--- config.mk ---
export PLATFORM = sky130hd
export DESIGN_NAME = radio_frequency_tuner_core
export DESIGN_NICKNAME = d
export VERILOG_FILES = /design/src/sv/rft_pkg.sv /design/src/sv/radio_frequency_tuner_core.sv
export SDC_FILE = /design/constraint.sdc
export NUM_CORES = 1
export LEC_CHECK = 0
export BUFFER_PORTS_ARGS = -buffer_cell sky130_fd_sc_hd__buf_4
export CELL_PAD_IN_SITES_DETAIL_PLACEMENT = 1
export CELL_PAD_IN_SITES_GLOBAL_PLACEMENT = 1
export CORE_ASPECT_RATIO = 0.75
export CORE_MARGIN = 2
export CORE_UTILIZATION = 40
export CTS_CLUSTER_SIZE = 16
export DETAILED_ROUTE_END_ITERATION = 6
export GPL_ROUTABILITY_DRIVEN = 0
export GPL_TIMING_DRIVEN = 0
export PLACE_DENSITY = 0.71
export SETUP_SLACK_MARGIN = 0.15
export SYNTH_ARGS = -nofsm -noshare
export SYNTH_HDL_FRONTEND = slang
export SYNTH_SLANG_ARGS = --single-unit
--- constraint.sdc ---
create_clock -name clk -period 16.2 [get_ports clk]
set_clock_uncertainty 0.1 [all_clocks]
set_input_delay 0.81 -clock clk [delete_from_list [all_inputs] [get_ports clk]]
set_output_delay 0.81 -clock clk [all_outputs]
set_load 0.02 [all_outputs]
--- src/sv/rft_pkg.sv ---
// Package for the radio frequency tuner: payload types, action codes and constants.
`default_nettype none

package rft_pkg;

    localparam int MhzWidth = 8;
    localparam int KhzWidth = 10;
    localparam int CfgIndexWidth = 2;
    localparam int CfgDataWidth = 8;

    localparam logic [KhzWidth-1:0] KhzPerMhz = 10'd1000;
    localparam logic [KhzWidth-1:0] KhzMax = 10'd999;
    localparam logic [KhzWidth-1:0] SpacingNarrow = 10'd25;
    localparam logic [KhzWidth-1:0] SpacingWide = 10'd50;

    localparam logic [MhzWidth-1:0] ResetBandLow = 8'd118;
    localparam logic [MhzWidth-1:0] ResetBandHigh = 8'd136;
    localparam logic [MhzWidth-1:0] ResetMhz = 8'd122;
    localparam logic [KhzWidth-1:0] ResetKhz = 10'd100;

    // floor(k * Recip25 / 2^Recip25Shift) equals floor(k / 25) for all k up to 999.
    localparam int Recip25Shift = 15;
    localparam logic [10:0] Recip25 = 11'd1311;

    typedef enum logic [2:0] {
        ACT_TUNE_UP     = 3'd0,
        ACT_TUNE_DOWN   = 3'd1,
        ACT_SWAP        = 3'd2,
        ACT_TOGGLE      = 3'd3,
        ACT_SET_ACTIVE  = 3'd4,
        ACT_SET_STANDBY = 3'd5
    } action_t;

    typedef enum logic [CfgIndexWidth-1:0] {
        CFG_SPACING   = 2'd0,
        CFG_BAND_LOW  = 2'd1,
        CFG_BAND_HIGH = 2'd2
    } cfg_index_t;

    typedef struct packed {
        logic [2:0]          action;
        logic [MhzWidth-1:0] load_mhz;
        logic [KhzWidth-1:0] load_khz;
    } rft_in_t;

    typedef struct packed {
        logic [MhzWidth-1:0] active_mhz;
        logic [KhzWidth-1:0] active_khz;
        logic [MhzWidth-1:0] standby_mhz_out;
        logic [KhzWidth-1:0] standby_khz_out;
        logic                coarse_out;
    } rft_out_t;

endpackage

`default_nettype wire

--- src/sv/radio_frequency_tuner_core.sv ---
// Radio frequency tuner: active and standby frequency registers with tuning actions.
//
// Input beats arrive on in_valid/in_stall with in_data; each beat carries one
// action. Every accepted beat produces exactly one result beat on
// out_valid/out_stall reporting the active and standby frequencies and the
// coarse flag after the action. A beat is captured in an input register, the
// action is applied to the state as the beat moves on and the result lands in
// an output register that drives out_valid. One beat per cycle is sustained
// while the receiver does not stall; the state update is a single pass of
// adds and compares on 8- and 10-bit values plus a constant-reciprocal multiply
// for kHz truncation. While the receiver stalls, the output register holds its
// beat and one more beat waits in the input register, after which in_stall
// rises. Reset sets both frequencies to 122.100 MHz in fine mode, 25 kHz spacing
// and a band of 118 to 136 MHz. Configuration writes on cfg_write, cfg_index
// and cfg_data take effect at once and are meant for idle periods.
`default_nettype none

module radio_frequency_tuner_core
    import rft_pkg::*;
(
    input  wire logic                     clk,
    input  wire logic                     rst_n,
    input  wire logic                     in_valid,
    output logic                          in_stall,
    input  wire rft_in_t                  in_data,
    output logic                          out_valid,
    input  wire logic                     out_stall,
    output rft_out_t                      out_data,
    input  wire logic                     cfg_write,
    input  wire logic [CfgIndexWidth-1:0] cfg_index,
    input  wire logic [CfgDataWidth-1:0]  cfg_data
);

    logic                spacing_is_fifty_reg;
    logic [MhzWidth-1:0] band_low_reg;
    logic [MhzWidth-1:0] band_high_reg;

    logic [MhzWidth-1:0] active_mhz_reg, active_mhz_next;
    logic [KhzWidth-1:0] active_khz_reg, active_khz_next;
    logic [MhzWidth-1:0] standby_mhz_reg, standby_mhz_next;
    logic [KhzWidth-1:0] standby_khz_reg, standby_khz_next;
    logic                coarse_reg, coarse_next;

    logic     in_valid_reg;
    rft_in_t  in_data_reg;
    logic     out_valid_reg;
    rft_out_t out_data_reg;
    logic     advance;

    logic [KhzWidth-1:0] spacing;
    logic [KhzWidth-1:0] load_sat;
    logic [20:0]         recip_prod;
    logic [5:0]          quot25;
    logic [KhzWidth-1:0] load_trunc;
    logic [KhzWidth:0]   khz_sum;
    logic [MhzWidth-1:0] mhz_step;

    assign advance   = in_valid_reg && (!out_valid_reg || !out_stall);
    assign in_stall  = in_valid_reg && !advance;
    assign out_valid = out_valid_reg;
    assign out_data  = out_data_reg;

    // Configuration registers.
    always_ff @(posedge clk or negedge rst_n)
    begin
        if (!rst_n)
        begin
            spacing_is_fifty_reg <= 1'b0;
            band_low_reg         <= ResetBandLow;
            band_high_reg        <= ResetBandHigh;
        end
        else if (cfg_write)
        begin
            unique case (cfg_index)
                CFG_SPACING:   spacing_is_fifty_reg <= cfg_data[0];
                CFG_BAND_LOW:  band_low_reg         <= cfg_data;
                CFG_BAND_HIGH: band_high_reg        <= cfg_data;
                default:       ;
            endcase
        end
    end

    // kHz truncation for the set actions: divide by 25 through a reciprocal,
    // halve for 50 kHz spacing, then scale back up.
    always_comb
    begin
        spacing    = spacing_is_fifty_reg ? SpacingWide : SpacingNarrow;
        load_sat   = (in_data_reg.load_khz > KhzMax) ? KhzMax : in_data_reg.load_khz;
        recip_prod = 21'(load_sat) * 21'(Recip25);
        quot25     = recip_prod[Recip25Shift +: 6];
        if (spacing_is_fifty_reg)
            load_trunc = KhzWidth'({1'b0, quot25[5:1]}) * SpacingWide;
        else
            load_trunc = KhzWidth'(quot25) * SpacingNarrow;
    end

    always_comb
    begin
        active_mhz_next  = active_mhz_reg;
        active_khz_next  = active_khz_reg;
        standby_mhz_next = standby_mhz_reg;
        standby_khz_next = standby_khz_reg;
        coarse_next      = coarse_reg;
        khz_sum          = {1'b0, standby_khz_reg} + {1'b0, spacing};
        mhz_step         = standby_mhz_reg;

        unique case (in_data_reg.action)
            ACT_TUNE_UP:
            begin
                if (coarse_reg)
                    mhz_step = standby_mhz_reg + 8'd1;
                else if (khz_sum >= {1'b0, KhzPerMhz})
                begin
                    standby_khz_next = '0;
                    mhz_step         = standby_mhz_reg + 8'd1;
                end
                else
                    standby_khz_next = khz_sum[KhzWidth-1:0];
                standby_mhz_next = (mhz_step > band_high_reg) ? band_low_reg : mhz_step;
            end
            ACT_TUNE_DOWN:
            begin
                if (coarse_reg)
                    mhz_step = standby_mhz_reg - 8'd1;
                else if (standby_khz_reg >= spacing)
                    standby_khz_next = standby_khz_reg - spacing;
                else
                begin
                    standby_khz_next = KhzPerMhz - spacing;
                    mhz_step         = standby_mhz_reg - 8'd1;
                end
                standby_mhz_next = (mhz_step < band_low_reg) ? band_high_reg : mhz_step;
            end
            ACT_SWAP:
            begin
                active_mhz_next  = standby_mhz_reg;
                active_khz_next  = standby_khz_reg;
                standby_mhz_next = active_mhz_reg;
                standby_khz_next = active_khz_reg;
            end
            ACT_TOGGLE:
                coarse_next = !coarse_reg;
            ACT_SET_ACTIVE:
            begin
                active_mhz_next = in_data_reg.load_mhz;
                active_khz_next = load_trunc;
            end
            ACT_SET_STANDBY:
            begin
                standby_mhz_next = in_data_reg.load_mhz;
                standby_khz_next = load_trunc;
            end
            default: ;
        endcase
    end

    // Tuner state, updated once per beat as it moves to the output register.
    always_ff @(posedge clk or negedge rst_n)
    begin
        if (!rst_n)
        begin
            active_mhz_reg  <= ResetMhz;
            active_khz_reg  <= ResetKhz;
            standby_mhz_reg <= ResetMhz;
            standby_khz_reg <= ResetKhz;
            coarse_reg      <= 1'b0;
        end
        else if (advance)
        begin
            active_mhz_reg  <= active_mhz_next;
            active_khz_reg  <= active_khz_next;
            standby_mhz_reg <= standby_mhz_next;
            standby_khz_reg <= standby_khz_next;
            coarse_reg      <= coarse_next;
        end
    end

    always_ff @(posedge clk or negedge rst_n)
    begin
        if (!rst_n)
            in_valid_reg <= 1'b0;
        else if (!in_stall)
            in_valid_reg <= in_valid;
    end

    always_ff @(posedge clk)
    begin
        if (in_valid && !in_stall)
            in_data_reg <= in_data;
    end

    always_ff @(posedge clk or negedge rst_n)
    begin
        if (!rst_n)
            out_valid_reg <= 1'b0;
        else if (advance)
            out_valid_reg <= 1'b1;
        else if (!out_stall)
            out_valid_reg <= 1'b0;
    end

    always_ff @(posedge clk)
    begin
        if (advance)
        begin
            out_data_reg.active_mhz      <= active_mhz_next;
            out_data_reg.active_khz      <= active_khz_next;
            out_data_reg.standby_mhz_out <= standby_mhz_next;
            out_data_reg.standby_khz_out <= standby_khz_next;
            out_data_reg.coarse_out      <= coarse_next;
        end
    end

endmodule

`default_nettype wire

Word level (Yosys, flattened, before mapping)
Index checks and enable logic that the tools add are counted.
{"block": "classes", "n_lt_le_gt_ge": 5, "n_mul": 3, "add_sub_neg": 5, "eq_ne": 8, "n_reduce_logical": 14, "n_mux": 22}
{"op": "2-to-1 mux 8 bit", "n": 8}
{"op": "2-to-1 mux 10 bit", "n": 6}
{"op": "case mux 10 bit (4 select lines)", "n": 1}
{"op": "case mux 8 bit (4 select lines)", "n": 1}
{"op": "multiplier 10 x 11 -> 21 bit (second input constant)", "n": 1}
{"op": "case mux 10 bit (2 select lines)", "n": 1}
{"op": "case mux 8 bit (2 select lines)", "n": 1}
{"op": "adder 10 x 6 -> 11 bit", "n": 1}
{"op": "greater-or-equal comparator 11 x 10 -> 1 bit (second input constant)", "n": 1}
{"op": "greater-or-equal comparator 10 x 6 -> 1 bit", "n": 1}
{"op": "greater-than comparator 10 bit (second input constant)", "n": 1}
{"op": "multiplier 6 x 5 -> 10 bit (second input constant)", "n": 1}
{"op": "subtractor 10 x 6 -> 10 bit", "n": 1}
{"op": "multiplier 5 x 5 -> 9 bit (second input constant)", "n": 1}
{"op": "adder 8 x 1 -> 8 bit (second input constant)", "n": 1}
{"op": "greater-than comparator 8 bit", "n": 1}
{"op": "less-than comparator 8 bit", "n": 1}
{"op": "subtractor 6 x 7 -> 8 bit (first input constant)", "n": 1}
{"op": "subtractor 8 x 1 -> 8 bit (second input constant)", "n": 1}
{"op": "== test 3 x 2 -> 1 bit (second input constant)", "n": 2}
{"op": "== test 3 bit (second input constant)", "n": 2}
{"op": "2-to-1 mux 6 bit", "n": 1}
{"op": "AND reduction 2 bit", "n": 3}
{"op": "logical NOT 1 bit", "n": 5}
{"op": "other kinds (9)", "n": 13}
{"block": "totals", "out_inout_bits": 39, "elab_cells": 75, "register_bits": 114, "in_bits": 36}

Depth between registers and ports, before layout
Gate-level depths: netlist of the first run.
{"block": "logic_depth", "word_depth": 9, "depth_mapped": 34, "mapped_depth_nobuf": 33}

Worst setup path before layout of the first run
Ideal clock, no wire load.
{"block": "synth_timing", "path_kind": "register -> register", "from": "register in_data_reg[8] (netlist bit)", "to": "register out_data_reg, in the netlist out_data[9], data pin", "stages_incl_launch_ff": 33, "arrival_time_ns": 7.276, "required_ns": 15.842, "n_path_buf": 1, "setup_slack_ns": 8.566, "setup_time_ns": 0.258, "synth_period_minus_slack_ns": 7.634, "cell_sequence": "edfxtp_1 -> buf_2 -> o211a_1 -> and2_1 -> nor2b_1 -> ha_1 -> ha_1 -> inv_1 -> fa_1 -> inv_1 -> fa_1 -> inv_1 -> fa_1 -> inv_1 -> ha_1 -> and3_1 -> a221oi_1 -> o22ai_1 -> or3_1 -> a21oi_1 -> xnor2_1 -> ha_1 -> ha_1 -> ha_1 -> ha_1 -> a21o_1 -> a21oi_1 -> o22ai_1 -> xor2_1 -> o21ai_0 -> o21ai_0 -> a21oi_1 -> nor2_1"}
{"block": "synth_between", "elab_chain_len": 6, "word_cells_on_any_way": 7, "classes_between": "3 x mul; 1 x order compare; 3 x mux"}
{"item": "start: declaration", "line_no": "radio_frequency_tuner_core.sv:45", "text": "rft_in_t in_data_reg;"}
{"item": "start signal: assignment", "line_no": "radio_frequency_tuner_core.sv:189", "text": "in_data_reg <= in_data;"}
{"item": "greater-than comparator 10 bit", "line_no": "radio_frequency_tuner_core.sv:88", "text": "load_sat = (in_data_reg.load_khz > KhzMax) ? KhzMax : in_data_reg.load_khz;"}
{"item": "2-to-1 mux 10 bit *", "line_no": "radio_frequency_tuner_core.sv:88"}
{"item": "multiplier 10 x 11 -> 21 bit *", "line_no": "radio_frequency_tuner_core.sv:89", "text": "recip_prod = 21'(load_sat) * 21'(Recip25);"}
{"item": "multiplier 6 x 5 -> 10 bit / multiplier 5 x 5 -> 9 bit (equally long branches)", "line_no": "radio_frequency_tuner_core.sv:94, radio_frequency_tuner_core.sv:92"}
{"item": "2-to-1 mux 10 bit *", "line_no": "radio_frequency_tuner_core.sv:91", "text": "if (spacing_is_fifty_reg)"}
{"item": "case mux 10 bit (4 select lines) *", "line_no": "radio_frequency_tuner_core.sv:107", "text": "unique case (in_data_reg.action)"}
{"item": "named net standby_khz_next[8]", "line_no": "radio_frequency_tuner_core.sv:41", "text": "logic [KhzWidth-1:0] standby_khz_reg, standby_khz_next;"}
{"item": "end: declaration", "line_no": "radio_frequency_tuner_core.sv:47", "text": "rft_out_t out_data_reg;"}
Mark *: on every way through the listed nets, which the timed path passes. The rest lies on a longest branch.
A chain may end at the register's enable or synchronous reset.

Worst setup path in the final report of the first run
{"block": "layout_timing", "from": "register in_data_reg[6] (netlist bit)", "to": "register out_data_reg, in the netlist out_data[8], data pin"}
The elaborated chain is that of the path after synthesis.

==> impl_metrics.toml, run 1 <==
[worst_setup_path]
crit_type = "reg -> reg"
cp_slowest_cell = "a221oi_1"
crit_arrival_ps = 9430
start_kind = "flip-flop"
critPathCaptureType = "flip-flop"
crit_top_cell = "ha_1"
slowest_delay_ps = 610
cp.required_ps = 16260
cp_max_fo = 6

[logic_synthesis]
seq_area_frac_synth_pct = 33.4
netlist_area_um2 = 9510
ys_types = 71
synth_fp_nets = 1186
synthFlopType = "edfxtp_1"
async_flop_share_pct = 49.1
avgSynthCellArea_um2 = 9.39
syn_inst = 1012
yosys_register_bits = 114
ys_warn_count = 0
synth-edff-count = 58

[global_routing]
grt_max_degree = 57
grt_pass1_wl_um = 47400
grt_usage_pct = 25.0
gr-total-overflow = 0
first_global_vias = 8351
antenna_found_initial = 0

[cts]
clkTransAtPathRegs_ps = 60
postCtsHoldBufs = 0
cts.sinks = 114
cts_tree = "yes"
clockBufferDepth = 2
post_cts_resized = 0
cts_buffers = 17
postCtsSetupBuffers = 0
clock_latency_ps = 430
cts_htree_levels = 4
root_buffer = "clkbuf_16"

[timing]
rsz0062_at_grt = "false"
hold_viol = 0
fmax_mhz = 107
fin_crit_ps = 9370
tightest_slew_ps = 1240
timing.final.crit_share_pct = 57.8
finalSetupTns_ps = 0
drv_slew = 0
relSlewSlack_pct = 16.7
setup_viol = 0

[floorplan]
initial_utilization_pct = 41.0
die_h_um = 138
die_x_um = 182
dieArea_um2 = 25000
core_um2 = 23200
ios = 75
rows = 48

[power_and_ir_drop]
ir_drop_uv = 107
power_frac_clock_pct = 16.5
power_frac_comb_pct = 63.6
p_leak_nw = 4.90
intPower_w = 0.00125
total_power_w = 0.00237
switching_share_pct = 47.4
net-switching-power_w = 0.00112
cellPowerDensity_nw_per_um2 = 215
seq_power_share_pct = 19.9

[detailed_routing]
vias_per_cell = 5.78
drc_errors = 0
drt_iter0_drc = 749
num_vias = 8197
drtPass1Iterations = 5
postRouteAntennaNets = 0
routedWlPerCell_um = 21.2
wl_um = 30000

[run_status]
run_status = "completed"

[layout]
synthToLayoutAreaGrowth_pct = 16.3
largest_reg_flops = 37
nNetsFinal = 1280
post-route-util_pct = 47.7
n_antenna_cell = 0
drive_above_1_share_pct = 16.8
final_cell_mix = "ha_1, nand2_1, inv_1, buf_4, nor2_1"
final_common_cell = "ha_1"

[run]
maxCapViolCount = 0

[place]
dpl.hpwl_um = 23100
port-buffer-count = 74

[min_path]
hold_class = "in -> async"
## Yosys cell counts (12+ instances only)
cell type	count	area (um^2)
and2_1	12	75.1
a22oi_1	20	150
o21ai_0	63	315
nor2_1	67	251
a31oi_1	18	113
xnor2_1	26	228
dfrtp_1	33	826
edfxtp_1	58	1740
xor2_1	16	140
nand2_1	99	372
fa_1	24	480
a21o_1	15	113
nand3_1	34	170
mux2_2	31	349
a21oi_1	52	260
inv_1	74	278
ha_1	114	1430
o21a_1	15	113
dfstp_2	23	604
clkbuf_1	47	176
## final timing paths
path / startpoint / endpoint / slack (ps) / cells past startpoint
min in group clk: active_khz_reg[6] / active_khz_reg[6] / 370 / 2
setup / recovery: in_data_reg[6] / out_data[8] / 6830 / 30
max in group asynchronous: rst_n / band_low_reg[3] / 15090 / 1
hold reg to reg: active_khz_reg[6] / active_khz_reg[6] / 370 / 2
setup reg to reg: in_data_reg[6] / out_data[8] / 6830 / 30
hold / removal: rst_n / active_khz_reg[1] / 370 / 1
## worst max-delay path: cells and delay by family, from the launching register on
kind,cells,cell delay (ps)
fa+ha+maj,10,3970
compound gates,7,2060
simple gates,7,1760
flops,1,510
xor+xnor,2,470
buf+inv,4,200
## cells by family after synthesis
group                    count (synthesis)  synth area share [%]
AO/OA/AOI/OAI                          252                  17.7
XOR/XNOR                                42                  3.87
adder cells (fa/ha/maj)                138                  20.1
buffers and inverters                  132                  5.44
flip-flops                             114                  33.4
multiplexers                            44                  5.20
AND/OR/NAND/NOR                        290                  14.4
## per-stage QoR
stage	cells	setup slack [ps]	hold WS, ps	cell area, um^2
final	1419	6830	373	11100
after floorplan	1012	8570	344	9510
after global placement	1386	7150	357	10400
after global routing	1419	6360	385	11100
after detailed placement	1387	7010	366	10500
after CTS	1419	6950	373	11100
## per-layer routing
layer	GRT usage, %	vias to the layer above	part of all wire (%)	wire length [um]
met5	0	-	0	0
met1	36.2	4109	49	14700
met2	38.5	239	44	13100
met3	5.31	28	6.4	1910
li1	-	3821	-	-
met4	5.24	0	1.1	337
## power groups by stage
stage	Combinational [W]	Sequential, W	Clock (W)
detailed placement	0.00147	0.000476	0
global route	0.00168	0.000483	0.000408
global placement	0.00143	0.000475	0
finish	0.00151	0.000473	0.000391
CTS	0.00150	0.000473	0.000398
floorplan	0.00101	0.000487	0
## final cells by class
type / instances / area [um^2]
fill: 2706 / 12100
multi-input combinational: 766 / 5820
sequential: 114 / 3170
timing repair buffer: 75 / 576
clock buffer: 19 / 433
tap: 300 / 375
inverter: 74 / 278
buffer: 58 / 240
clock inverter: 13 / 161
Note: power is estimated with default switching activity, not from simulation.
==> run 2: changes to the inputs <==
clock period = 9.5 ns   (was 16.2 ns; I/O delays follow)
==> run 2 against run 1 <==
First-iteration DRC count is 1.1% lower. Non-clock buffer count stayed put. Worst setup slack worse by 6300 ps. Cell count stayed put. Critical endpoint is now out_data[9]. Highest routed layer unchanged.
==> impl_metrics.toml, run 2 (same netlist as run 1, synthesis figures left out) <==
[timing]
finalSetupTns_ps = 0
layout_setup_ws_ps = 571
fin_crit_ps = 8930
fmax_mhz = 112
setup_viol = 0
drv_slew = 0
timing.hold.ws_ps = 35.9
hold_viol = 0
relSlewSlack_pct = 16.7
timing.final.crit_share_pct = 94.0
rsz0062_at_grt = "false"
tightest_slew_ps = 1240

[cts]
clkTransAtPathRegs_ps = 60
clockBufferDepth = 2
cts_tree = "yes"
postCtsSetupBuffers = 0
post_cts_resized = 0
cts_htree_levels = 4
cts.sinks = 114
clock_latency_ps = 430
postCtsHoldBufs = 0
root_buffer = "clkbuf_16"
cts_buffers = 17

[worst_setup_path]
cp_top_family = "adder cells"
crit_type = "reg -> reg"
crit_top_cell = "ha_1"
critPathCaptureType = "flip-flop"
cp_max_fo = 6
crit_buf_inv = 4
cp.depth = 31
crit_arrival_ps = 9000
slowest_delay_ps = 540
start_kind = "flip-flop"
cp_slowest_cell = "fa_1"
r2r_cells = 31
cp.required_ps = 9570

[layout]
nNetsFinal = 1280
fin_cells = 1419
final_cell_mix = "ha_1, nand2_1, inv_1, buf_4, nor2_1"
final_common_cell = "ha_1"
n_antenna_cell = 0
largest_reg_flops = 37
synthToLayoutAreaGrowth_pct = 16.4
drive_above_1_share_pct = 17.1
fillers = 2703

[place]
dp.cells = 1387
port-buffer-count = 74
dp_worst_setup_slack_ps = 312
dpl.hpwl_um = 23100

[global_routing]
grt_max_degree = 57
grt_pass1_wl_um = 47400
first_global_vias = 8351
grt_usage_pct = 25.0
antenna_found_initial = 0
gr-total-overflow = 0

[detailed_routing]
wl_um = 30100
postRouteAntennaNets = 0
num_vias = 8209
routedWlPerCell_um = 21.2
drtPass1Iterations = 5
drc_errors = 0
vias_per_cell = 5.79
drt_iter0_drc = 741

[power_and_ir_drop]
total_power_w = 0.00407
cellPowerDensity_nw_per_um2 = 368
p_leak_nw = 4.91
ir_drop_uv = 180

[run]
maxCapViolCount = 0

[floorplan]
ios = 75
die_x_um = 182
rows = 48
dieArea_um2 = 25000
core_um2 = 23200
initial_utilization_pct = 41.0
die_h_um = 138

[min_path]
hold_class = "in -> async"

[run_status]
run_status = "completed"
-- run 2: cell counts in the layout (fill, tap and decap cells not counted) --
No cell type changed its count.
-- run 2: per-stage QoR --
stage                     util, %  area (um^2)
after floorplan                 -         9510
after global placement       45.0        10400
after detailed placement     45.1        10500
after CTS                    47.7        11100
after global routing         47.7        11100
final                        47.7        11100
-- run 2: final timing paths --
| check | end | start | slack, ps |
|---|---|---|---|
| min | standby_khz_reg[4] | rst_n | 40 |
| max reg2reg | out_data[9] | in_data_reg[6] | 570 |
| max in group asynchronous | out_valid | rst_n | 8730 |
| max | out_data[9] | in_data_reg[6] | 570 |
| min reg2reg | active_khz_reg[6] | active_khz_reg[6] | 370 |
| min in group clk | in_data_reg[6] | in_data[6] | 110 |
-- run 2: area by class of cell --
type / instances / area (um^2) / area share [%]
multi-input cells: 766 / 5830 / 52.7
repair buffers: 75 / 576 / 5.20
clock inverters: 13 / 161 / 1.46
inverters: 74 / 278 / 2.51
well taps: 300 / 375 / 3.39
flip-flops and latches: 114 / 3170 / 28.7
clock buffers: 19 / 433 / 3.91
plain buffers: 58 / 240 / 2.17
-- run 2: metal layers --
metal / share of wire (%) / global-route usage [%] / vias up
met5: 0 / 0 / -
met2: 44 / 38.5 / 224
met3: 6.1 / 5.31 / 24
met4: 1.1 / 5.24 / 0
met1: 49 / 36.2 / 4144
li1: - / - / 3817
-- run 2: power by group --
group,internal [W],total [W],switching [W],leakage (nW)
registers,0.000705,0.000806,0.000102,1.19
clock network,0.000411,0.000669,0.000258,0.271
logic,0.00102,0.00260,0.00158,3.45
total,0.00214,0.00407,0.00193,4.91
